==> config.mk <==
export PLATFORM = sky130hd
export DESIGN_NAME = worst_fit_partition_allocator_top
export DESIGN_NICKNAME = d
export VERILOG_FILES = /design/src/rtl/wfpa_pkg.sv /design/src/rtl/wfpa_ctrl.sv /design/src/rtl/wfpa_datapath.sv /design/src/rtl/worst_fit_partition_allocator_top.sv
export VERILOG_INCLUDE_DIRS = /design/src /design/src/rtl
export SDC_FILE = /design/constraint.sdc
export NUM_CORES = 1
export LEC_CHECK = 0
export BUFFER_PORTS_ARGS = -buffer_cell sky130_fd_sc_hd__buf_2
export CORE_MARGIN = 2
export CORE_UTILIZATION = 60
export CTS_CLUSTER_DIAMETER = 200
export CTS_CLUSTER_SIZE = 12
export DETAILED_ROUTE_END_ITERATION = 6
export GPL_TIMING_DRIVEN = 0
export PLACE_DENSITY = 0.82
export SLEW_MARGIN = 20
export SYNTH_ARGS = -nofsm -noshare
export SYNTH_HDL_FRONTEND = slang
export SYNTH_HIERARCHICAL = 1
export SYNTH_SLANG_ARGS = --single-unit
==> constraint.sdc <==
create_clock -name clk -period 9 [get_ports clk]
set_clock_uncertainty 0.15 [all_clocks]
set_input_delay 0 -clock clk [delete_from_list [all_inputs] [get_ports clk]]
set_output_delay 0 -clock clk [all_outputs]
set_load 0.1 [all_outputs]
==> src/rtl/worst_fit_partition_allocator_top_assert.svh <==
// ----------------------------------------------------------------------------
// worst-fit partition allocator assertion macros
// shared helpers for concurrent checks, clocked on clk and disabled in rst
// ----------------------------------------------------------------------------
`ifndef WORST_FIT_PARTITION_ALLOCATOR_TOP_ASSERT_SVH
`define WORST_FIT_PARTITION_ALLOCATOR_TOP_ASSERT_SVH

// condition holds at every edge
`define WFPA_ASSERT_ALWAYS(label, cond, msg) \
  label: assert property (@(posedge clk) disable iff (rst) (cond)) else $error(msg);

// consequence holds in the same cycle as the antecedent
`define WFPA_ASSERT_IMP(label, ante, cons, msg) \
  label: assert property (@(posedge clk) disable iff (rst) (ante) |-> (cons)) \
    else $error(msg);

// consequence holds in the cycle after the antecedent
`define WFPA_ASSERT_NXT(label, ante, cons, msg) \
  label: assert property (@(posedge clk) disable iff (rst) (ante) |=> (cons)) \
    else $error(msg);

`endif

==> src/rtl/wfpa_pkg.sv <==
// ----------------------------------------------------------------------------
// wfpa_pkg
// constants, operation codes and control types of the partition allocator
// ----------------------------------------------------------------------------
`default_nettype none

package wfpa_pkg;

  // table geometry
  localparam int PARTITIONS = 8;
  localparam int SIZE_BITS  = 16;
  localparam int IDX_BITS   = $clog2(PARTITIONS);

  // field widths
  localparam int OP_W     = 2;
  localparam int SLOT_W   = 3;
  localparam int AMOUNT_W = 16;
  localparam int CHOSEN_W = 3;
  localparam int LEFT_W   = 16;
  localparam int TOT_W    = 19;

  localparam int TOTAL_MAX = 524280;

  // internal arithmetic widths
  localparam int CMP_W   = (SIZE_BITS > AMOUNT_W) ? SIZE_BITS : AMOUNT_W;
  localparam int ACC_BITS = SIZE_BITS + IDX_BITS;
  localparam int EXT_W   = (ACC_BITS > TOT_W) ? ACC_BITS : TOT_W;
  localparam int INS_W   = ((SIZE_BITS > TOT_W) ? SIZE_BITS : TOT_W) + 1;

  // stream widths
  localparam int S_TDATA_W = 24;
  localparam int S_TUSER_W = OP_W;
  localparam int M_TDATA_W = 64;
  localparam int M_TUSER_W = 1;
  localparam int M_PAD_W   = M_TDATA_W - (CHOSEN_W + LEFT_W + TOT_W + TOT_W);

  // operation codes
  localparam logic [OP_W-1:0] OP_LOAD   = 2'd0;
  localparam logic [OP_W-1:0] OP_ALLOC  = 2'd1;
  localparam logic [OP_W-1:0] OP_REPORT = 2'd2;
  localparam logic [OP_W-1:0] OP_CLEAR  = 2'd3;

  typedef struct packed {
    logic take;       // latch item, restart scan
    logic apply;      // perform load or clear
    logic scan_step;  // visit one partition
    logic commit;     // update table and capture result
  } wfpa_cmd_t;

  typedef struct packed {
    logic scan_last;  // scan is at the last partition
  } wfpa_status_t;

endpackage

`default_nettype wire

==> src/rtl/wfpa_ctrl.sv <==
// ----------------------------------------------------------------------------
// wfpa_ctrl
// sequencer for item intake, table update, partition scan and result transfer
// ----------------------------------------------------------------------------
`default_nettype none

`include "worst_fit_partition_allocator_top_assert.svh"

module wfpa_ctrl (
  input  logic                           clk,
  input  logic                           rst,
  input  logic                           s_tvalid,
  output logic                           s_tready,
  input  logic [wfpa_pkg::OP_W-1:0]      op,
  output logic                           m_tvalid,
  input  logic                           m_tready,
  output wfpa_pkg::wfpa_cmd_t            cmd,
  input  wfpa_pkg::wfpa_status_t         status
);
  import wfpa_pkg::*;

  localparam logic [1:0] S_IDLE   = 2'd0;
  localparam logic [1:0] S_APPLY  = 2'd1;
  localparam logic [1:0] S_SCAN   = 2'd2;
  localparam logic [1:0] S_COMMIT = 2'd3;

  logic [1:0] state;
  logic [1:0] state_next;
  logic       m_tvalid_next;

  always_comb begin
    state_next    = state;
    m_tvalid_next = m_tvalid;
    cmd           = '0;
    s_tready      = (state == S_IDLE);
    if (m_tvalid && m_tready) begin
      m_tvalid_next = 1'b0;
    end
    case (state)
      S_IDLE: begin
        if (s_tvalid) begin
          cmd.take   = 1'b1;
          state_next = (op == OP_ALLOC || op == OP_REPORT) ? S_SCAN : S_APPLY;
        end
      end
      S_APPLY: begin
        cmd.apply  = 1'b1;
        state_next = S_SCAN;
      end
      S_SCAN: begin
        cmd.scan_step = 1'b1;
        if (status.scan_last) begin
          state_next = S_COMMIT;
        end
      end
      S_COMMIT: begin
        if (!m_tvalid || m_tready) begin
          cmd.commit    = 1'b1;
          m_tvalid_next = 1'b1;
          state_next    = S_IDLE;
        end
      end
      default: begin
        state_next = S_IDLE;
      end
    endcase
  end

  always_ff @(posedge clk) begin
    if (rst) begin
      state    <= S_IDLE;
      m_tvalid <= 1'b0;
    end else begin
      state    <= state_next;
      m_tvalid <= m_tvalid_next;
    end
  end

  `WFPA_ASSERT_NXT(a_one_item, s_tvalid && s_tready, !s_tready, "item accepted while busy")
  `WFPA_ASSERT_NXT(a_scan_end, state == S_SCAN && status.scan_last, state == S_COMMIT, "scan end")
  `WFPA_ASSERT_IMP(a_no_overrun, cmd.commit, !m_tvalid || m_tready, "result overwritten")

endmodule

`default_nettype wire

==> src/rtl/wfpa_datapath.sv <==
// ----------------------------------------------------------------------------
// wfpa_datapath
// partition table, worst-fit scan, totals and result register
// ----------------------------------------------------------------------------
`default_nettype none

`include "worst_fit_partition_allocator_top_assert.svh"

module wfpa_datapath (
  input  logic                              clk,
  input  logic                              rst,
  input  wfpa_pkg::wfpa_cmd_t               cmd,
  output wfpa_pkg::wfpa_status_t            status,
  input  logic [wfpa_pkg::OP_W-1:0]         op,
  input  logic [wfpa_pkg::SLOT_W-1:0]       slot,
  input  logic [wfpa_pkg::AMOUNT_W-1:0]     amount,
  output logic                              res_granted,
  output logic [wfpa_pkg::CHOSEN_W-1:0]     res_chosen,
  output logic [wfpa_pkg::LEFT_W-1:0]       res_leftover,
  output logic [wfpa_pkg::TOT_W-1:0]        res_internal,
  output logic [wfpa_pkg::TOT_W-1:0]        res_external
);
  import wfpa_pkg::*;

  // table state
  logic [SIZE_BITS-1:0]  part_size [PARTITIONS];
  logic [PARTITIONS-1:0] occupied;
  logic [TOT_W-1:0]      internal_sum;

  // latched item
  logic [OP_W-1:0]       op_q;
  logic [SLOT_W-1:0]     slot_q;
  logic [AMOUNT_W-1:0]   amount_q;

  // scan state
  logic [IDX_BITS-1:0]   idx;
  logic [ACC_BITS-1:0]   acc;
  logic                  found;
  logic [IDX_BITS-1:0]   best_idx;
  logic [SIZE_BITS-1:0]  best_size;
  logic [SIZE_BITS-1:0]  best_left;

  logic [SIZE_BITS-1:0]  cur_size;
  logic                  cur_free;
  logic                  better;
  logic                  slot_ok;
  logic [IDX_BITS-1:0]   slot_idx;
  logic                  grant;
  logic [INS_W-1:0]      internal_wide;
  logic [TOT_W-1:0]      internal_next;
  logic [ACC_BITS-1:0]   ext_raw;
  logic [TOT_W-1:0]      ext_sat;

  assign cur_size = part_size[idx];
  assign cur_free = !occupied[idx];
  assign better   = cur_free && (CMP_W'(cur_size) >= CMP_W'(amount_q))
                    && (!found || cur_size > best_size);

  assign slot_ok  = (32'(slot_q) < PARTITIONS);
  assign slot_idx = IDX_BITS'(slot_q);

  assign status.scan_last = (idx == IDX_BITS'(PARTITIONS - 1));

  assign grant = (op_q == OP_ALLOC) && found;

  assign internal_wide = INS_W'(internal_sum) + INS_W'(best_left);
  assign internal_next = (internal_wide > INS_W'(TOTAL_MAX)) ? TOT_W'(TOTAL_MAX)
                                                             : TOT_W'(internal_wide);

  // the chosen partition leaves the free sum on a grant
  assign ext_raw = acc - (grant ? ACC_BITS'(best_size) : ACC_BITS'(0));
  assign ext_sat = (EXT_W'(ext_raw) > EXT_W'(TOTAL_MAX)) ? TOT_W'(TOTAL_MAX)
                                                         : TOT_W'(ext_raw);

  always_ff @(posedge clk) begin
    if (rst) begin
      for (int i = 0; i < PARTITIONS; i++) begin
        part_size[i] <= '0;
      end
      occupied     <= '0;
      internal_sum <= '0;
    end else begin
      if (cmd.apply) begin
        case (op_q)
          OP_LOAD: begin
            if (slot_ok) begin
              part_size[slot_idx] <= SIZE_BITS'(amount_q);
              occupied[slot_idx]  <= 1'b0;
            end
          end
          OP_CLEAR: begin
            occupied     <= '0;
            internal_sum <= '0;
          end
          default: begin
          end
        endcase
      end
      if (cmd.commit && grant) begin
        occupied[best_idx]  <= 1'b1;
        part_size[best_idx] <= best_left;
        internal_sum        <= internal_next;
      end
    end
  end

  always_ff @(posedge clk) begin
    if (cmd.take) begin
      op_q     <= op;
      slot_q   <= slot;
      amount_q <= amount;
      idx      <= '0;
      acc      <= '0;
      found    <= 1'b0;
    end else if (cmd.scan_step) begin
      idx <= idx + IDX_BITS'(1);
      acc <= acc + (cur_free ? ACC_BITS'(cur_size) : ACC_BITS'(0));
      if (better) begin
        found     <= 1'b1;
        best_idx  <= idx;
        best_size <= cur_size;
        best_left <= cur_size - SIZE_BITS'(amount_q);
      end
    end
    if (cmd.commit) begin
      res_granted  <= grant;
      res_chosen   <= grant ? CHOSEN_W'(best_idx) : '0;
      res_leftover <= grant ? LEFT_W'(best_left) : '0;
      res_internal <= grant ? internal_next : internal_sum;
      res_external <= ext_sat;
    end
  end

  `WFPA_ASSERT_ALWAYS(a_internal_range, internal_sum <= TOT_W'(TOTAL_MAX), "internal total range")
  `WFPA_ASSERT_IMP(a_grant_fits, cmd.commit && grant, best_size >= best_left, "grant underflow")

endmodule

`default_nettype wire

==> src/rtl/worst_fit_partition_allocator_top.sv <==
// ----------------------------------------------------------------------------
// worst_fit_partition_allocator_top
// worst-fit allocator over a small table of fixed memory partitions
// ----------------------------------------------------------------------------
// Each input transfer carries one operation in s_tuser: load a partition size
// (the partition becomes free), request an allocation, report the totals, or
// clear all occupied marks together with the internal fragmentation total.
// A request takes the largest free partition that can hold the amount, lowest
// index on a tie, marks it occupied and shrinks it by the amount; the leftover
// goes into a saturating internal total. Every operation yields exactly one
// output transfer holding the grant flag, chosen index, leftover, internal
// total and external total (sum of free sizes after the operation, saturating).
// Timing: one item at a time. A request or report goes from acceptance through
// the scan to the commit into the output register; a load or clear first passes
// an apply step. The scan visits one partition table entry per cycle. A new
// item is accepted as soon as the previous one is in the output register, even
// while that result still waits for m_tready.
// ----------------------------------------------------------------------------
`default_nettype none

module worst_fit_partition_allocator_top (
  input  logic                              clk,
  input  logic                              rst,
  // input stream
  input  logic                              s_tvalid,
  output logic                              s_tready,
  input  logic [wfpa_pkg::S_TDATA_W-1:0]    s_tdata,   // slot[2:0], amount[18:3], zero fill
  input  logic [wfpa_pkg::S_TUSER_W-1:0]    s_tuser,   // op[1:0]
  // result stream
  output logic                              m_tvalid,
  input  logic                              m_tready,
  output logic [wfpa_pkg::M_TDATA_W-1:0]    m_tdata,   // chosen[2:0], leftover[18:3],
                                                       // internal_total[37:19],
                                                       // external_total[56:38], zero fill
  output logic [wfpa_pkg::M_TUSER_W-1:0]    m_tuser    // granted[0]
);
  import wfpa_pkg::*;

  wfpa_cmd_t    cmd;
  wfpa_status_t status;

  logic                res_granted;
  logic [CHOSEN_W-1:0] res_chosen;
  logic [LEFT_W-1:0]   res_leftover;
  logic [TOT_W-1:0]    res_internal;
  logic [TOT_W-1:0]    res_external;

  // sequencer: intake, optional table update, scan, commit into output register
  wfpa_ctrl u_ctrl (
    .clk      (clk),
    .rst      (rst),
    .s_tvalid (s_tvalid),
    .s_tready (s_tready),
    .op       (s_tuser[OP_W-1:0]),
    .m_tvalid (m_tvalid),
    .m_tready (m_tready),
    .cmd      (cmd),
    .status   (status)
  );

  // partition table, worst-fit search and free-space sum
  wfpa_datapath u_datapath (
    .clk          (clk),
    .rst          (rst),
    .cmd          (cmd),
    .status       (status),
    .op           (s_tuser[OP_W-1:0]),
    .slot         (s_tdata[SLOT_W-1:0]),
    .amount       (s_tdata[SLOT_W+AMOUNT_W-1:SLOT_W]),
    .res_granted  (res_granted),
    .res_chosen   (res_chosen),
    .res_leftover (res_leftover),
    .res_internal (res_internal),
    .res_external (res_external)
  );

  // pack result fields, lowest field first
  assign m_tdata = {M_PAD_W'(1'b0), res_external, res_internal, res_leftover, res_chosen};
  assign m_tuser = res_granted;

endmodule

`default_nettype wire

==> metrics.yaml <==
status: "finished, final reports clean"
synthArstFlopShare: 0
min_to: "u_datapath/amount_q[8]$_DFFE_PP_"
worstHoldPathCells: 2
grt_usage: 0.277
p_seq_frac: 0.350
vias_per_cell: 6.11
setup_viol_count_final: 0
ff2ff_path_depth: 17
worstHoldStart: "s_tdata[11]"
routedWlPerCell_um: 20.2
grt_antenna_before_repair: 0
ant_nets: 0
min_path_type: "in -> reg"
core_sq_mm: 0.0258
worst-endpoint-required_ns: 9.11
fp.dieW_um: 166
syn_area_per_cell_sq_um: 11.4
drtIter0Drc: 1212
cts_setup_buffers: 0
max_freq_mhz: 159
p_comb_frac: 0.445
ir_drop_mv: 0.221
post-route-min-period_ns: 6.28
reg2reg_to: "u_datapath/best_idx[0]$_DFFE_PP_"
cap_violations: 0
synth_ff_type: "edfxtp_1"
pre_cts_ws_ns: 2.78
worst_slew_pin_slew_ns: 0.967
clk_pin_slew_worst_paths_ns: 0.06
cts.sinks: 298
final_core_util: 0.684
cts_made_buffers: 28
final_area_sq_mm: 0.0177
maxSlewHeadroom: 0.355
power.internal_mw: 3.20
cts_resized: 0
port_buffers: 84
post-dp-hpwl_um: 27800
rows: 59
route.detailed.drc: 0
cts-root-buf: "clkbuf_16"
placed_area_sq_mm: 0.0166
synth_edf_count: 242
tns_ns: 0
postCtsHoldBufs: 28
start_util: 0.606
powerDensity_mw_per_mm2: 300
num_vias: 11500
fin_crit_sh: 0.698
wl_um: 38100
grt_max_degree: 34
cts_tree: "yes"
clock_latency_ns: 0.55
grt_overflow: 0
yosysWarningCount: 6
dieHeight_um: 166
fill_cells: 1858
crit_path_end_kind: "flop"
fin_ws_ns: 2.72
synth_cell_types: 80
crit_fanout: 11
syn_to_final_growth_pct: 12.8
rrSetupSlack_ns: 2.72
grt_pass1_vias: 11000
antenna-diode-count: 0
crit_path_start_kind: "flop"
gp_congestion: 0.918
crit_type: "reg -> reg"
drtPass1Iterations: 5
worst_hold_slack_ns: 0.00333
grt_pass1_wl_um: 58500
switching_share: 0.396
ys_seq_area_frac: 0.536
slew_viol_final: 0
die_area_sq_mm: 0.0274
io_pins: 97
syn_inst: 1376
clock_power_share: 0.205
fin_nets: 1651
final_layout_size_suffix_gt1_frac: 0.134
cts_max_level: 1
clockBufferDepth: 3
p_leak_nw: 6.95
syn_area_sq_mm: 0.0157
rsz0062_at_grt: "no"
crit_arrival_ns: 6.39
synth-seq-cells: 298
power_switching_mw: 2.10
hold_viol_final: 0
placed cells by master (no fill, tap or decap), drive strengths merged, types with 21 or more instances in the layout:
cell	Yosys	routed
edfxtp	242	242
nor2	216	216
buf	18	106
nand2	90	90
ha	89	89
clkbuf	39	89
inv	71	71
a21oi	67	67
dfxtp	56	56
o21ai	55	55
mux4	34	34
mux2i	33	33
nor2b	33	33
xnor2	29	29
dlygate4sd3	0	28
nor3	28	28
and3	27	27
nand2b	24	24
nand3	21	21
synth_stat cells (25+ instances only):
master    count  area, sq um
ha_1         89         1110
nand2_1      90          338
xnor2_1      29          254
nor2_1      216          811
edfxtp_1    242         7270
and3_1       25          156
dfxtp_1      56         1120
mux2i_1      33          330
a21oi_1      67          335
inv_1        70          263
clkbuf_1     39          146
nor3_1       28          140
mux4_2       34          766
nor2b_1      33          206
o21ai_0      52          260
stage by stage:
stage	std cells	power [mW]
2_1_floorplan	1382	3.64
4_1_cts	1884	5.27
6_report	1884	5.29
3_5_place_dp	1805	4.17
3_3_place_gp	1801	4.06
5_1_grt	1884	5.56
power by group through the flow:
stage	Sequential, mW	Clock, mW	Combinational, mW
finish	1.85	1.08	2.36
global route	1.86	1.15	2.55
CTS	1.85	1.09	2.33
detailed placement	1.88	0	2.29
global placement	1.88	0	2.18
floorplan	2.05	0	1.59
sequential cells by signal, indices dropped and copies added, names as in the netlist, named ones only:
register	cells
u_datapath/found	1
u_datapath/occupied	8
u_datapath/op_q	2
u_ctrl/m_tvalid	1
u_datapath/best_idx	3
u_datapath/res_internal	19
u_datapath/res_granted	1
u_datapath/best_left	16
u_datapath/res_chosen	3
u_datapath/acc	19
u_ctrl/state	2
u_datapath/best_size	16
u_datapath/part_size	128
u_datapath/amount_q	16
u_datapath/slot_idx	3
u_datapath/idx	3
u_datapath/res_external	19
u_datapath/internal_sum	19
u_datapath/res_leftover	16
routing by layer:
layer | vias to the layer above | share of wire | routed length, um | GRT usage
met2 | 502 | 0.49 | 18800 | 0.475
met5 | - | 0 | 0 | 0
met3 | 81 | 0.074 | 2820 | 0.0380
met4 | 0 | 0.031 | 1190 | 0.0917
li1 | 5354 | - | - | -
met1 | 5579 | 0.40 | 15300 | 0.367
final cells by class:
cell class / count / area (sq um) / area share
sequential: 298 / 8390 / 0.475
multi-input combinational: 955 / 6780 / 0.384
clock buffer: 50 / 793 / 0.0449
timing repair buffer: 116 / 747 / 0.0423
tap: 335 / 419 / 0.0237
inverter: 72 / 270 / 0.0153
buffer: 57 / 251 / 0.0142
clock inverter: 1 / 16.3 / 0.000921
critical path, stage by stage, from the launching register on:
cell and delay, ns:
dfxtp_1 0.31, clkbuf_1 0.33, buf_1 0.77, mux4_2 0.63, mux2_2 0.34, ha_1 0.37, nor2b_1 0.16, o21ai_0 0.11
a21boi_0 0.28, o21ai_0 0.16, a21boi_0 0.29, o21ai_0 0.22, o211ai_1 0.42, nor3b_1 0.14, nor3_2 0.63, buf_6 0.25
buf_4 0.22, buf_4 0.20
cells by family (layout without fill, tap and decap cells):
family	count (synthesis)	after routing	share of synthesized area
fa+ha+maj	93	93	0.0762
mux	84	84	0.0822
flops	298	298	0.536
compound gates	237	237	0.102
simple gates	486	486	0.144
other cells	1	7	0.000240
buf+inv	129	296	0.0333
xor+xnor	48	48	0.0269
worst max path at each step:
stage          start                                 to  slack (ns)  cells after the start
2_1_floorplan   flop   u_datapath/best_idx[0]$_DFFE_PP_        2.42                     14
3_3_place_gp    flop   u_datapath/best_idx[1]$_DFFE_PP_        0.72                     14
3_5_place_dp    flop   u_datapath/best_idx[0]$_DFFE_PP_        2.78                     17
4_1_cts         flop   u_datapath/best_idx[1]$_DFFE_PP_        2.74                     17
5_1_grt         flop  u_datapath/best_left[2]$_DFFE_PP_        2.33                     17
6_report        flop   u_datapath/best_idx[0]$_DFFE_PP_        2.72                     17
(Power assumes the default switching activity.)
